`config.mk`:
```
export PLATFORM = sky130hd
export DESIGN_NAME = i2c_master_bit_engine
export DESIGN_NICKNAME = d
export VERILOG_FILES = /design/src/hdl/i2cm_pkg.sv /design/src/hdl/i2cm_front.sv /design/src/hdl/i2cm_queue.sv /design/src/hdl/i2cm_engine.sv /design/src/hdl/i2c_master_bit_engine.sv
export SDC_FILE = /design/constraint.sdc
export NUM_CORES = 1
export LEC_CHECK = 0
export ABC_AREA = 1
export BUFFER_PORTS_ARGS = -buffer_cell sky130_fd_sc_hd__buf_4
export CAP_MARGIN = 20
export CORE_ASPECT_RATIO = 0.6
export CORE_UTILIZATION = 53
export CTS_BUF_LIST = sky130_fd_sc_hd__clkbuf_8
export CTS_CLUSTER_SIZE = 10
export DETAILED_ROUTE_END_ITERATION = 8
export HOLD_SLACK_MARGIN = 0.02
export PLACE_DENSITY = 0.72
export SETUP_SLACK_MARGIN = 0.05
export SLEW_MARGIN = 10
export SYNTH_ARGS = -nofsm -noshare
export SYNTH_HDL_FRONTEND = slang
export SYNTH_SLANG_ARGS = --single-unit
```
`constraint.sdc`:
```
create_clock -name i_clk -period 2.85 [get_ports i_clk]
set_input_delay 0.4275 -clock i_clk [delete_from_list [all_inputs] [get_ports i_clk]]
set_output_delay 0.4275 -clock i_clk [all_outputs]
set_load 0.03 [all_outputs]
```
`src/hdl/i2cm_pkg.sv`:
```
// Shared types and constants for the I2C master line sequencer.
package i2cm_pkg;

    localparam int BITS_PER_BYTE       = 8;
    localparam int I2CM_QUEUE_DEPTH    = 2;
    localparam int CFG_WIDTH           = 16;
    localparam logic [15:0] PHASE_TICKS_RESET    = 16'd4;
    localparam logic [15:0] ACK_POLL_LIMIT_RESET = 16'd1000;

    // Configuration register indexes.
    localparam logic CFG_PHASE_TICKS    = 1'b0;
    localparam logic CFG_ACK_POLL_LIMIT = 1'b1;

    typedef enum logic [1:0] {
        OP_START = 2'd0,
        OP_STOP  = 2'd1,
        OP_WRITE = 2'd2,
        OP_READ  = 2'd3
    } t_op;

    // One tick request as it travels from the front stage to the sequencer.
    typedef struct packed {
        logic       cmd_valid;
        t_op        operation;
        logic [7:0] tx_byte;
        logic       ack_flag;
        logic       sda_in;
    } t_item;

    // Configuration write as seen by the sequencer.
    typedef struct packed {
        logic                 we;
        logic                 index;
        logic [CFG_WIDTH-1:0] wdata;
    } t_cfg_wr;

endpackage

```
`src/hdl/i2cm_front.sv`:
```
// Input stage: registers and unpacks incoming tick requests ahead of the queue.
module i2cm_front (
    input  logic           i_clk,
    input  logic           i_rst_n,
    input  logic           s_axis_tvalid,
    output logic           s_axis_tready,
    input  logic [15:0]    s_axis_tdata,  // [7:0] tx_byte, [8] ack_flag, [9] sda_in, rest zero
    input  logic [2:0]     s_axis_tuser,  // [0] cmd_valid, [2:1] operation
    output logic           o_push,
    output i2cm_pkg::t_item o_item,
    input  logic           i_queue_ready
);
    import i2cm_pkg::*;

    logic  r_valid;
    t_item r_item;

    assign s_axis_tready = !r_valid || i_queue_ready;
    assign o_push        = r_valid;
    assign o_item        = r_item;

    always_ff @(posedge i_clk) begin
        if (!i_rst_n) begin
            r_valid <= 1'b0;
        end else if (s_axis_tready) begin
            r_valid <= s_axis_tvalid;
        end
        if (s_axis_tvalid && s_axis_tready) begin
            r_item.cmd_valid <= s_axis_tuser[0];
            r_item.operation <= t_op'(s_axis_tuser[2:1]);
            r_item.tx_byte   <= s_axis_tdata[7:0];
            r_item.ack_flag  <= s_axis_tdata[8];
            r_item.sda_in    <= s_axis_tdata[9];
        end
    end

endmodule

```
`src/hdl/i2cm_queue.sv`:
```
// Short first-word-fall-through queue between the front stage and the sequencer.
module i2cm_queue #(
    parameter int DEPTH = i2cm_pkg::I2CM_QUEUE_DEPTH
) (
    input  logic            i_clk,
    input  logic            i_rst_n,
    input  logic            i_push,
    input  i2cm_pkg::t_item i_item,
    output logic            o_ready,
    output logic            o_valid,
    output i2cm_pkg::t_item o_item,
    input  logic            i_pop
);
    import i2cm_pkg::*;

    localparam int PW = (DEPTH > 1) ? $clog2(DEPTH) : 1;
    localparam int CW = $clog2(DEPTH + 1);

    t_item          r_mem [DEPTH];
    logic [PW-1:0]  r_wr_ptr;
    logic [PW-1:0]  r_rd_ptr;
    logic [CW-1:0]  r_count;
    logic           w_do_push;
    logic           w_do_pop;

    assign o_ready   = r_count != CW'(DEPTH);
    assign o_valid   = r_count != '0;
    assign o_item    = r_mem[r_rd_ptr];
    assign w_do_push = i_push && o_ready;
    assign w_do_pop  = i_pop && o_valid;

    always_ff @(posedge i_clk) begin
        if (!i_rst_n) begin
            r_wr_ptr <= '0;
            r_rd_ptr <= '0;
            r_count  <= '0;
        end else begin
            if (w_do_push) begin
                r_wr_ptr <= (r_wr_ptr == PW'(DEPTH - 1)) ? '0 : r_wr_ptr + 1'b1;
            end
            if (w_do_pop) begin
                r_rd_ptr <= (r_rd_ptr == PW'(DEPTH - 1)) ? '0 : r_rd_ptr + 1'b1;
            end
            if (w_do_push && !w_do_pop) begin
                r_count <= r_count + 1'b1;
            end else if (w_do_pop && !w_do_push) begin
                r_count <= r_count - 1'b1;
            end
        end
        if (w_do_push) begin
            r_mem[r_wr_ptr] <= i_item;
        end
    end

endmodule

```
`src/hdl/i2cm_engine.sv`:
```
// Line sequencer: steps SCL and SDA through each command, one tick per request.
module i2cm_engine (
    input  logic              i_clk,
    input  logic              i_rst_n,
    input  i2cm_pkg::t_cfg_wr i_cfg,
    input  logic              i_item_valid,
    input  i2cm_pkg::t_item   i_item,
    output logic              o_pop,
    output logic              m_axis_tvalid,
    input  logic              m_axis_tready,
    output logic [15:0]       m_axis_tdata
);
    import i2cm_pkg::*;

    typedef enum logic [4:0] {
        PH_IDLE, PH_ST_A, PH_ST_B, PH_ST_C, PH_ST_D,
        PH_SP_A, PH_SP_B, PH_SP_C, PH_SP_D,
        PH_W_LOW, PH_W_HIGH,
        PH_AK_A, PH_AK_B, PH_AK_C, PH_AK_POLL, PH_AK_D,
        PH_R_A, PH_R_HIGH, PH_R_LOW,
        PH_K_A, PH_K_B, PH_K_C, PH_K_D
    } t_phase;

    logic [15:0] r_phase_ticks, r_ack_poll_limit;
    t_phase      r_phase, n_phase;
    logic [15:0] r_delay, n_delay;
    logic [15:0] r_poll, n_poll;
    logic [3:0]  r_bits, n_bits;
    logic [7:0]  r_shift, n_shift;
    logic        r_scl, n_scl;
    logic        r_sda, n_sda;
    logic        r_sda_en, n_sda_en;
    logic [7:0]  r_rx, n_rx;
    logic        r_ack, n_ack;
    logic        r_tmo, n_tmo;
    logic        r_ack_req, n_ack_req;
    logic        r_out_valid;
    logic [15:0] r_out_data;

    logic        w_step;
    logic        w_done;
    logic [15:0] w_ticks;
    logic [15:0] w_limit;
    logic [3:0]  w_bits_inc;
    logic [15:0] w_poll_dec;
    logic [15:0] w_out;

    assign w_step        = i_item_valid && (!r_out_valid || m_axis_tready);
    assign o_pop         = w_step;
    assign m_axis_tvalid = r_out_valid;
    assign m_axis_tdata  = r_out_data;

    // A zero setting behaves as one.
    assign w_ticks    = (r_phase_ticks == '0) ? 16'd1 : r_phase_ticks;
    assign w_limit    = (r_ack_poll_limit == '0) ? 16'd1 : r_ack_poll_limit;
    assign w_bits_inc = r_bits + 4'd1;
    assign w_poll_dec = (r_poll != '0) ? r_poll - 16'd1 : 16'd0;

    always_comb begin
        n_phase   = r_phase;
        n_delay   = r_delay;
        n_poll    = r_poll;
        n_bits    = r_bits;
        n_shift   = r_shift;
        n_scl     = r_scl;
        n_sda     = r_sda;
        n_sda_en  = r_sda_en;
        n_rx      = r_rx;
        n_ack     = r_ack;
        n_tmo     = r_tmo;
        n_ack_req = r_ack_req;
        w_done    = 1'b0;

        if (r_phase == PH_IDLE) begin
            if (i_item.cmd_valid) begin
                n_delay = w_ticks;
                case (i_item.operation)
                    OP_START: begin
                        n_sda_en = 1'b1;
                        n_scl    = 1'b1;
                        n_phase  = PH_ST_A;
                    end
                    OP_STOP: begin
                        n_sda_en = 1'b1;
                        n_sda    = 1'b0;
                        n_phase  = PH_SP_A;
                    end
                    OP_WRITE: begin
                        n_sda_en  = 1'b1;
                        n_scl     = 1'b0;
                        n_shift   = i_item.tx_byte;
                        n_bits    = '0;
                        n_ack_req = i_item.ack_flag;
                        n_sda     = i_item.tx_byte[7];
                        n_ack     = 1'b0;
                        n_tmo     = 1'b0;
                        n_phase   = PH_W_LOW;
                    end
                    default: begin
                        n_sda_en  = 1'b0;
                        n_scl     = 1'b0;
                        n_shift   = '0;
                        n_bits    = '0;
                        n_ack_req = i_item.ack_flag;
                        n_phase   = PH_R_A;
                    end
                endcase
            end
        end else if (r_phase == PH_AK_POLL) begin
            if (!i_item.sda_in) begin
                n_scl   = 1'b0;
                n_phase = PH_AK_D;
                n_delay = w_ticks;
            end else begin
                n_poll = w_poll_dec;
                if (w_poll_dec == '0) begin
                    // Gave up on the acknowledge: release the bus with a stop.
                    n_tmo    = 1'b1;
                    n_ack    = 1'b0;
                    n_sda_en = 1'b1;
                    n_sda    = 1'b0;
                    n_phase  = PH_SP_A;
                    n_delay  = w_ticks;
                end
            end
        end else if (r_delay <= 16'd1) begin
            n_delay = w_ticks;
            case (r_phase)
                PH_ST_A: begin n_sda = 1'b1; n_phase = PH_ST_B; end
                PH_ST_B: begin n_sda = 1'b0; n_phase = PH_ST_C; end
                PH_ST_C: begin n_scl = 1'b0; n_phase = PH_ST_D; end
                PH_SP_A: begin n_scl = 1'b0; n_phase = PH_SP_B; end
                PH_SP_B: begin n_scl = 1'b1; n_phase = PH_SP_C; end
                PH_SP_C: begin n_sda = 1'b1; n_phase = PH_SP_D; end
                PH_W_LOW: begin n_scl = 1'b1; n_phase = PH_W_HIGH; end
                PH_W_HIGH: begin
                    n_scl   = 1'b0;
                    n_bits  = w_bits_inc;
                    n_shift = {r_shift[6:0], 1'b0};
                    if (w_bits_inc < 4'(BITS_PER_BYTE)) begin
                        n_sda   = r_shift[6];
                        n_phase = PH_W_LOW;
                    end else if (r_ack_req) begin
                        n_sda_en = 1'b0;
                        n_phase  = PH_AK_A;
                    end else begin
                        n_ack   = 1'b1;
                        n_phase = PH_IDLE;
                        n_delay = '0;
                        w_done  = 1'b1;
                    end
                end
                PH_AK_A: begin n_sda = 1'b1; n_phase = PH_AK_B; end
                PH_AK_B: begin n_scl = 1'b1; n_phase = PH_AK_C; end
                PH_AK_C: begin
                    n_poll  = w_limit;
                    n_phase = PH_AK_POLL;
                    n_delay = '0;
                end
                PH_AK_D: begin
                    n_ack   = 1'b1;
                    n_phase = PH_IDLE;
                    n_delay = '0;
                    w_done  = 1'b1;
                end
                PH_R_A: begin n_scl = 1'b1; n_phase = PH_R_HIGH; end
                PH_R_HIGH: begin
                    n_shift = {r_shift[6:0], i_item.sda_in};
                    n_bits  = w_bits_inc;
                    n_scl   = 1'b0;
                    n_phase = PH_R_LOW;
                end
                PH_R_LOW: begin
                    if (r_bits < 4'(BITS_PER_BYTE)) begin
                        n_scl   = 1'b1;
                        n_phase = PH_R_HIGH;
                    end else begin
                        n_rx    = r_shift;
                        n_scl   = 1'b0;
                        n_phase = PH_K_A;
                    end
                end
                PH_K_A: begin
                    n_sda_en = 1'b1;
                    n_sda    = !r_ack_req;
                    n_phase  = PH_K_B;
                end
                PH_K_B: begin n_scl = 1'b1; n_phase = PH_K_C; end
                PH_K_C: begin n_scl = 1'b0; n_phase = PH_K_D; end
                default: begin
                    n_phase = PH_IDLE;
                    n_delay = '0;
                    w_done  = 1'b1;
                end
            endcase
        end else begin
            n_delay = r_delay - 16'd1;
        end
    end

    assign w_out = {1'b0, n_tmo, n_ack, n_rx, w_done, (n_phase != PH_IDLE),
                    n_sda_en, n_sda, n_scl};

    always_ff @(posedge i_clk) begin
        if (!i_rst_n) begin
            r_phase_ticks    <= PHASE_TICKS_RESET;
            r_ack_poll_limit <= ACK_POLL_LIMIT_RESET;
            r_phase          <= PH_IDLE;
            r_delay          <= '0;
            r_poll           <= '0;
            r_bits           <= '0;
            r_shift          <= '0;
            r_scl            <= 1'b1;
            r_sda            <= 1'b1;
            r_sda_en         <= 1'b0;
            r_rx             <= '0;
            r_ack            <= 1'b0;
            r_tmo            <= 1'b0;
            r_ack_req        <= 1'b0;
            r_out_valid      <= 1'b0;
        end else begin
            if (i_cfg.we) begin
                case (i_cfg.index)
                    CFG_PHASE_TICKS:    r_phase_ticks    <= i_cfg.wdata;
                    CFG_ACK_POLL_LIMIT: r_ack_poll_limit <= i_cfg.wdata;
                    default:            r_phase_ticks    <= r_phase_ticks;
                endcase
            end
            if (w_step) begin
                r_phase   <= n_phase;
                r_delay   <= n_delay;
                r_poll    <= n_poll;
                r_bits    <= n_bits;
                r_shift   <= n_shift;
                r_scl     <= n_scl;
                r_sda     <= n_sda;
                r_sda_en  <= n_sda_en;
                r_rx      <= n_rx;
                r_ack     <= n_ack;
                r_tmo     <= n_tmo;
                r_ack_req <= n_ack_req;
            end
            if (w_step) begin
                r_out_valid <= 1'b1;
            end else if (m_axis_tready) begin
                r_out_valid <= 1'b0;
            end
        end
        if (w_step) begin
            r_out_data <= w_out;
        end
    end

endmodule

```
`src/hdl/i2c_master_bit_engine.sv`:
```
// Path: a tick request's result passes the front register at acceptance, then
// the queue, then the sequencer output register.
// Throughput: one tick per clock cycle while the output is not held off, one
// sequencer step per tick; the queue lets input and output stall separately.
// Reset: synchronous, active low; sequencer idle with SCL and SDA released high,
// phase_ticks back to 4 and ack_poll_limit back to 1000.
module i2c_master_bit_engine #(
    parameter int P_QUEUE_DEPTH = i2cm_pkg::I2CM_QUEUE_DEPTH
) (
    input  logic        i_clk,
    input  logic        i_rst_n,
    // Configuration: index 0 phase_ticks, index 1 ack_poll_limit.
    input  logic        i_cfg_we,
    input  logic        i_cfg_index,
    input  logic [15:0] i_cfg_wdata,
    // Tick requests in.
    input  logic        s_axis_tvalid,
    output logic        s_axis_tready,
    input  logic [15:0] s_axis_tdata,  // [7:0] tx_byte, [8] ack_flag, [9] sda_in, rest zero
    input  logic [2:0]  s_axis_tuser,  // [0] cmd_valid, [2:1] operation
    // Line state out, one item per tick request.
    output logic        m_axis_tvalid,
    input  logic        m_axis_tready,
    // [0] scl_out, [1] sda_out, [2] sda_drive, [3] busy_res, [4] cmd_done,
    // [12:5] rx_byte, [13] ack_ok, [14] timed_out, [15] zero
    output logic [15:0] m_axis_tdata
);
    import i2cm_pkg::*;

    t_item   w_front_item;
    t_item   w_queue_item;
    logic    w_push;
    logic    w_queue_ready;
    logic    w_queue_valid;
    logic    w_pop;
    t_cfg_wr w_cfg;

    assign w_cfg.we    = i_cfg_we;
    assign w_cfg.index = i_cfg_index;
    assign w_cfg.wdata = i_cfg_wdata;

    // The front stage takes requests whenever its register is free or the queue
    // can take its current item, so it keeps accepting while results wait.
    i2cm_front u_front (
        .i_clk         (i_clk),
        .i_rst_n       (i_rst_n),
        .s_axis_tvalid (s_axis_tvalid),
        .s_axis_tready (s_axis_tready),
        .s_axis_tdata  (s_axis_tdata),
        .s_axis_tuser  (s_axis_tuser),
        .o_push        (w_push),
        .o_item        (w_front_item),
        .i_queue_ready (w_queue_ready)
    );

    // The queue decouples the front stage from the sequencer.
    i2cm_queue #(
        .DEPTH (P_QUEUE_DEPTH)
    ) u_queue (
        .i_clk   (i_clk),
        .i_rst_n (i_rst_n),
        .i_push  (w_push),
        .i_item  (w_front_item),
        .o_ready (w_queue_ready),
        .o_valid (w_queue_valid),
        .o_item  (w_queue_item),
        .i_pop   (w_pop)
    );

    // The sequencer steps once per request, whenever its output register is
    // empty or being drained in the same cycle.
    i2cm_engine u_engine (
        .i_clk         (i_clk),
        .i_rst_n       (i_rst_n),
        .i_cfg         (w_cfg),
        .i_item_valid  (w_queue_valid),
        .i_item        (w_queue_item),
        .o_pop         (w_pop),
        .m_axis_tvalid (m_axis_tvalid),
        .m_axis_tready (m_axis_tready),
        .m_axis_tdata  (m_axis_tdata)
    );

endmodule

```
Yosys cells after proc, flatten, opt, wreduce, memory -nomap -nowiden
Memories as Yosys holds them, arrays and structs flattened. A register that Yosys moved wholly into a read port is not among the register bits.
Cells that the tools add are included.
{ "classes": {"n_eq_ne": 27, "order_cmp": 3, "addsub": 7, "n_bitwise": 4, "reduce_logical": 44, "n_mux": 100} }
{ "ops": {"columns": ["cell", "n"], "rows": [
  ["16-bit two-way mux", 15],
  ["5-bit one-hot mux with 17 select lines", 1],
  ["8-bit two-way mux", 9],
  ["16-bit zero test", 3],
  ["1-bit two-way mux", 47],
  ["5-bit by 4-bit == test with 1-bit output, second input constant", 7],
  ["5-bit two-way mux", 7],
  ["16-bit one-hot mux with 2 select lines", 1],
  ["8-bit one-hot mux with 2 select lines", 2],
  ["16-bit by 1-bit subtractor with 16-bit output, second input constant", 2],
  ["5-bit == test, second input constant", 6],
  ["4-bit two-way mux", 7],
  ["16-bit by 1-bit less-or-equal comparator with 1-bit output, second input constant", 1],
  ["16-bit nonzero test", 1],
  ["16-bit OR reduction", 1],
  ["5-bit by 3-bit == test with 1-bit output, second input constant", 3],
  ["5-bit one-hot mux with 3 select lines", 1],
  ["15-bit OR reduction", 1],
  ["2-bit nonzero test", 7],
  ["6-bit AND reduction", 2],
  ["5-bit by 2-bit == test with 1-bit output, second input constant", 2],
  ["1-bit one-hot mux with 2 select lines", 5],
  ["5-bit OR reduction", 2],
  ["3-bit OR reduction", 3],
  ["27 further kinds", 49]
]} }
{ "totals": {"reg_bits": 129, "ram_bits": 26, "output_inout_bits": 18, "mem_count": 1} }
{ "mem_list": {"columns": ["memory", "depth", "word_bits", "rd", "rd_ports_with_merged_regs", "write_ports", "line_no", "source"], "rows": [
  ["u_queue.r_mem", 2, 13, 1, 1, 1, "i2cm_queue.sv:19", "t_item r_mem [DEPTH];"]
]} }

Longest topological paths before layout
{ "logic_depth": {"word_depth": 8, "mapped_depth": 17, "mapped_depth_nobuf": 17} }

Modules after synthesis
From an unflattened synthesis, not the netlist that was laid out.
{ "hier_totals": {"cells_unflattened": 1027, "area_unflattened_um2": 8023.9} }
{ "by_module_without_submodules": {"columns": ["mod", "n_inst", "seq_area_each_um2", "area_each_um2", "cells_per_inst"], "rows": [
  ["i2cm_engine", 1, 2372.3, 6361.1, 930],
  ["i2cm_queue", 1, 880.8, 1221.2, 77],
  ["i2cm_front", 1, 410.4, 441.7, 20]
]} }

Worst setup path after synthesis
Ideal clock, no wire load.
{ "synth_timing": {"path_type": "flip-flop to flip-flop", "start": "register u_engine.r_poll[0]", "end": "register u_engine.r_delay[15]", "n_path_buf": 2, "synth_period_minus_slack_ns": 2.095, "path_stages_with_launch": 16, "arrival_time_ns": 1.984, "setup_slack_ns": 0.755, "t_required_ns": 2.738, "setup_ns": 0.112, "cell_sequence": "dfxtp_1 -> inv_2 -> ha_1 -> nand2_2 -> nor2_2 -> nand2_4 -> buf_6 -> nand2_4 -> nand3_1 -> nor2_2 -> nand3_2 -> o21ai_4 -> nand2_4 -> buf_6 -> nor2_1 -> nor2_1"} }
{ "synth_between": {"elab_chain_len": 5, "elab_cells_between_ends": 6} }
{ "synth_rtl": {"columns": ["element", "line_no", "source"], "rows": [
  ["start, declared", "i2cm_engine.sv:27", "logic [15:0] r_poll, n_poll;"],
  ["start signal, assigned", "i2cm_engine.sv:232", "r_poll <= n_poll;"],
  ["16-bit by 1-bit subtractor with 16-bit output or 16-bit nonzero test (tied branches)", "i2cm_engine.sv:57", "assign w_poll_dec = (r_poll != '0) ? r_poll - 16'd1 : 16'd0;"],
  ["16-bit two-way mux *", "i2cm_engine.sv:57", null],
  ["16-bit zero test *", "i2cm_engine.sv:116", "if (w_poll_dec == '0) begin"],
  ["4-bit inequality test (no line) *", null, null],
  ["3-bit AND reduction (no line) *", null, null],
  ["end signal, assigned", "i2cm_engine.sv:231", "r_delay <= n_delay;"],
  ["end, declared", "i2cm_engine.sv:26", "logic [15:0] r_delay, n_delay;"]
]} }
Every way passes the cells marked *; elsewhere a longest branch is shown, timed or not.
A chain may end at the register's enable or synchronous reset.

Worst setup path after layout
{ "layout_timing": {"start": "register u_engine.r_delay[0]", "end": "register u_engine.r_out_data[3], in the netlist u_engine.m_axis_tdata[3] (data pin)"} }
{ "layout_between": {"elab_chain_len": 5} }
{ "layout_rtl": {"columns": ["element", "line_no", "source"], "rows": [
  ["16-bit by 1-bit less-or-equal comparator with 1-bit output", "i2cm_engine.sv:126", "end else if (r_delay <= 16'd1) begin"],
  ["5-bit two-way mux", "i2cm_engine.sv:126", null],
  ["5-bit two-way mux", "i2cm_engine.sv:109", "end else if (r_phase == PH_AK_POLL) begin"],
  ["5-bit two-way mux", "i2cm_engine.sv:74", "if (r_phase == PH_IDLE) begin"],
  ["5-bit nonzero test", "i2cm_engine.sv:201", "assign w_out = {1'b0, n_tmo, n_ack, n_rx, w_done, (n_phase != PH_IDLE),"],
  ["net u_engine.w_out[3]", "i2cm_engine.sv:46", "logic [15:0] w_out;"],
  ["end signal, assigned", "i2cm_engine.sv:250", "r_out_data <= w_out;"],
  ["end, declared", "i2cm_engine.sv:38", "logic [15:0] r_out_data;"]
]} }
The timed path passes the listed nets, and every way through them passes these cells.

==> run metrics <==
GRT Max-Usage Layer met1; clock transition at the registers of the reported paths 100 ps; fill count 1327; RR Endpoint u_engine.m_axis_tdata[3]; reg-to-reg slack, setup 220 ps; GPL Wtd Cong 0.984; worst-case reg-to-reg path depth 12; RSZ-0062 raised after global routing no; cts repair resizes 0; EDFF count, synth 54; GR Util met1 45.0%; largest area contributor in the netlist dfxtp_1; Worst-Skew Late Latency 470 ps; ranking of synthesized cells by area dfxtp_1, edfxtp_1, nor2_1; Via density 5.51; CTS tree done; first-pass GRT wire length 33700 um; Final Hold Viols 0; Hold Path Depth 1; CTS Buf Count 17; final worst path period need 2630 ps; Seq/Total Area, Yosys 46.2%; M2 GR Usage 36.4%; initial antenna violation count 0; Post-Syn Area 7930 sq um; Post-DRT Antenna Nets 0; Vert. Die Dim 96.7 um; die extent in x 160 um; Peak VDD IR 0.749 mV; die footprint 15500 sq um; syn_nets 1087; total congestion overflow 0; start point of the critical path u_engine.r_delay[0]; WL/cell 15.7 um; final setup fails 0; Syn Inst Count 1037; Slew @ Worst Pin 718 ps; FFs w/ async S/R, synth 0%; FF-to-FF Start u_engine.r_delay[0]; area grow syn2layout 13.1%; hold_buf cts 0; post-layout util 61.7%; top_reg_cell synth dfxtp_1; #FFs+latches synth 156; Tcrit/Tclk final 92.3%; Worst Clk Skew 19.5 ps; Mean Syn Cell Area 7.65 sq um; num ports 59; # rows 34; Setup Buffers After CTS 0; slowest stage delay, CP 400 ps; Critical Path Start Type flip-flop; # H-tree levels 4; clk buf depth 2; Hold Path End u_front.o_item[12]; WP buf/inv 2; port bufs 51; crit path cell chain inv_1 -> ha_1 -> nand2_1 -> nor2_2 -> o21a_2 -> nand2_1 -> inv_1 -> o21ai_1 -> a21oi_1 -> or2_1 -> nor2_1 -> nand3_1; Crit-path slowest cell dfxtp_1; Max Cap Viol 0; DP Area 8570 sq um; clk root buf clkbuf_8; Slew headroom 52.1%; detailed placement HPWL 15100 um; Pre-antenna DRT Iters 5; starting density of the core 54.5%; antenna cells 0; core area 14500 sq um; CTS sink count 156; synth unique cells 51; post-route design area 8970 sq um; Slew Viols, Final 0; Fin Setup TNS 0 ps; CP top delay family simple AND/OR/NAND/NOR gates; worst setup path class reg2reg; # DRC 0; crit path max fanout 5; vias in the first global route 6403; beginning of the worst hold path s_axis_tuser[0]; drt total wl 20600 um; Tot GR Track Use 27.8%; fmax 380 MHz; leakage power 3.91 nW; min-delay worst type in2reg; endpoint class of the critical path flip-flop; fin nets 1144; Final Power 0.00977 W; outcome complete, no violations; grt met3 use 6.39%; layout cell share with drive strength beyond 1 14.5%; warnings from Yosys 0; PwrDens 1090 nW/um^2; Iter 0 DRT Violations 757; critical path required time 3060 ps; share of the synthesized area in the top cell type 25.8%; Critical Path AT 2840 ps; via count 7193; largest net degree at the start of global routing 59
## flip-flops by register name, summed over array words and instances (netlist names), 13 cells and up, named ones only
signal / flops
u_queue.r_mem: 26
u_engine.r_ack_poll_limit: 16
u_engine.r_delay: 16
u_engine.r_phase_ticks: 16
u_engine.r_poll: 16
u_engine.m_axis_tdata: 15
u_front.o_item: 13
## stage by stage
step,instances,hold slack (ps),setup WS [ps]
floorplan,1037,421,755
global placement,1273,425,326
detailed placement,1273,435,337
CTS,1305,117,310
global route,1305,111,55.4
finish,1305,134,218
## worst reg2reg max path, stage by stage (launching register included)
cell and delay (ps):
dfxtp_1 400, inv_1 100, ha_1 250, nand2_1 120, nor2_2 80, o21a_2 250
nand2_1 190, inv_1 120, o21ai_1 180, a21oi_1 130, or2_1 250, nor2_1 220
nand3_1 100
## Yosys cell counts, types with 2 or more instances
library cell,n
a211oi_1,12
a21oi_1,89
a22oi_1,2
a31oi_1,3
buf_2,3
buf_4,6
buf_6,3
clkbuf_1,25
clkinv_1,2
dfxtp_1,102
edfxtp_1,54
ha_1,9
inv_1,98
inv_2,11
mux2_2,7
nand2_1,159
nand2_2,5
nand2_4,3
nand3_1,71
nand3_2,6
nand4_1,13
nor2_1,162
nor2_2,11
nor2_4,3
nor3_1,18
nor4_1,9
o2111ai_1,4
o211a_1,2
o211ai_1,3
o21ai_0,76
o21ai_1,32
o21bai_1,4
o22ai_1,2
or2_2,3
xnor2_1,2
xor2_1,8
## how the worst max path moves through the flow
| stage | to | slack (ps) | depth (start not counted) |
|---|---|---|---|
| floorplan | u_engine.r_delay[15] | 750 | 15 |
| global placement | u_engine.m_axis_tdata[3] | 330 | 12 |
| detailed placement | u_engine.m_axis_tdata[3] | 340 | 12 |
| CTS | u_engine.m_axis_tdata[3] | 310 | 12 |
| global route | u_engine.m_axis_tdata[3] | 60 | 12 |
| finish | u_engine.m_axis_tdata[3] | 220 | 12 |
## cell families after synthesis
kind of cell / synth area share [%]
AND/OR/NAND/NOR: 25.9
AO/OA/AOI/OAI: 16.5
flip-flops: 46.2
buffers and inverters: 7.73
XOR/XNOR: 1.10
adder cells (fa/ha/maj): 1.42
multiplexers: 1.12
other: 0.0473
## metal layers
layer | share of wire, % | routed length (um)
met2 | 37 | 7640
met4 | 1.0 | 211
met1 | 52 | 10600
met5 | 0 | 0
met3 | 10 | 2080
## placed cells by master (no fill, tap or decap), types with 4 or more instances in the layout
cell / count
nor4_1: 9
nor2_2: 11
nor2_1: 162
a211oi_1: 12
o21ai_0: 76
clkinv_8: 4
nor3_1: 18
o21bai_1: 4
nand3_2: 6
inv_2: 11
nand4_1: 13
buf_4: 76
nand2_1: 159
o2111ai_1: 4
o21ai_1: 32
edfxtp_1: 54
nand2_2: 5
nand3_1: 71
inv_1: 98
mux2_2: 7
ha_1: 9
dfxtp_1: 102
inv_6: 4
a21oi_1: 88
xor2_1: 8
clkbuf_8: 17
## layout make-up
type,count,area (sq um),area share (%)
Timing Repair Buffer,76,571,6.36
Multi-Input combinational cell,731,3660,40.8
Tap cell,198,248,2.76
Clock inverter,15,170,1.90
Clock buffer,17,234,2.61
Sequential cell,156,3660,40.8
Inverter,112,422,4.70
## where the power goes
group / switching [W] / internal [W]
combinational: 0.00321 / 0.00166
clock: 0.00100 / 0.000666
sequential: 0.000345 / 0.00289
total: 0.00455 / 0.00522
Note: power is estimated with default switching activity, not from simulation.
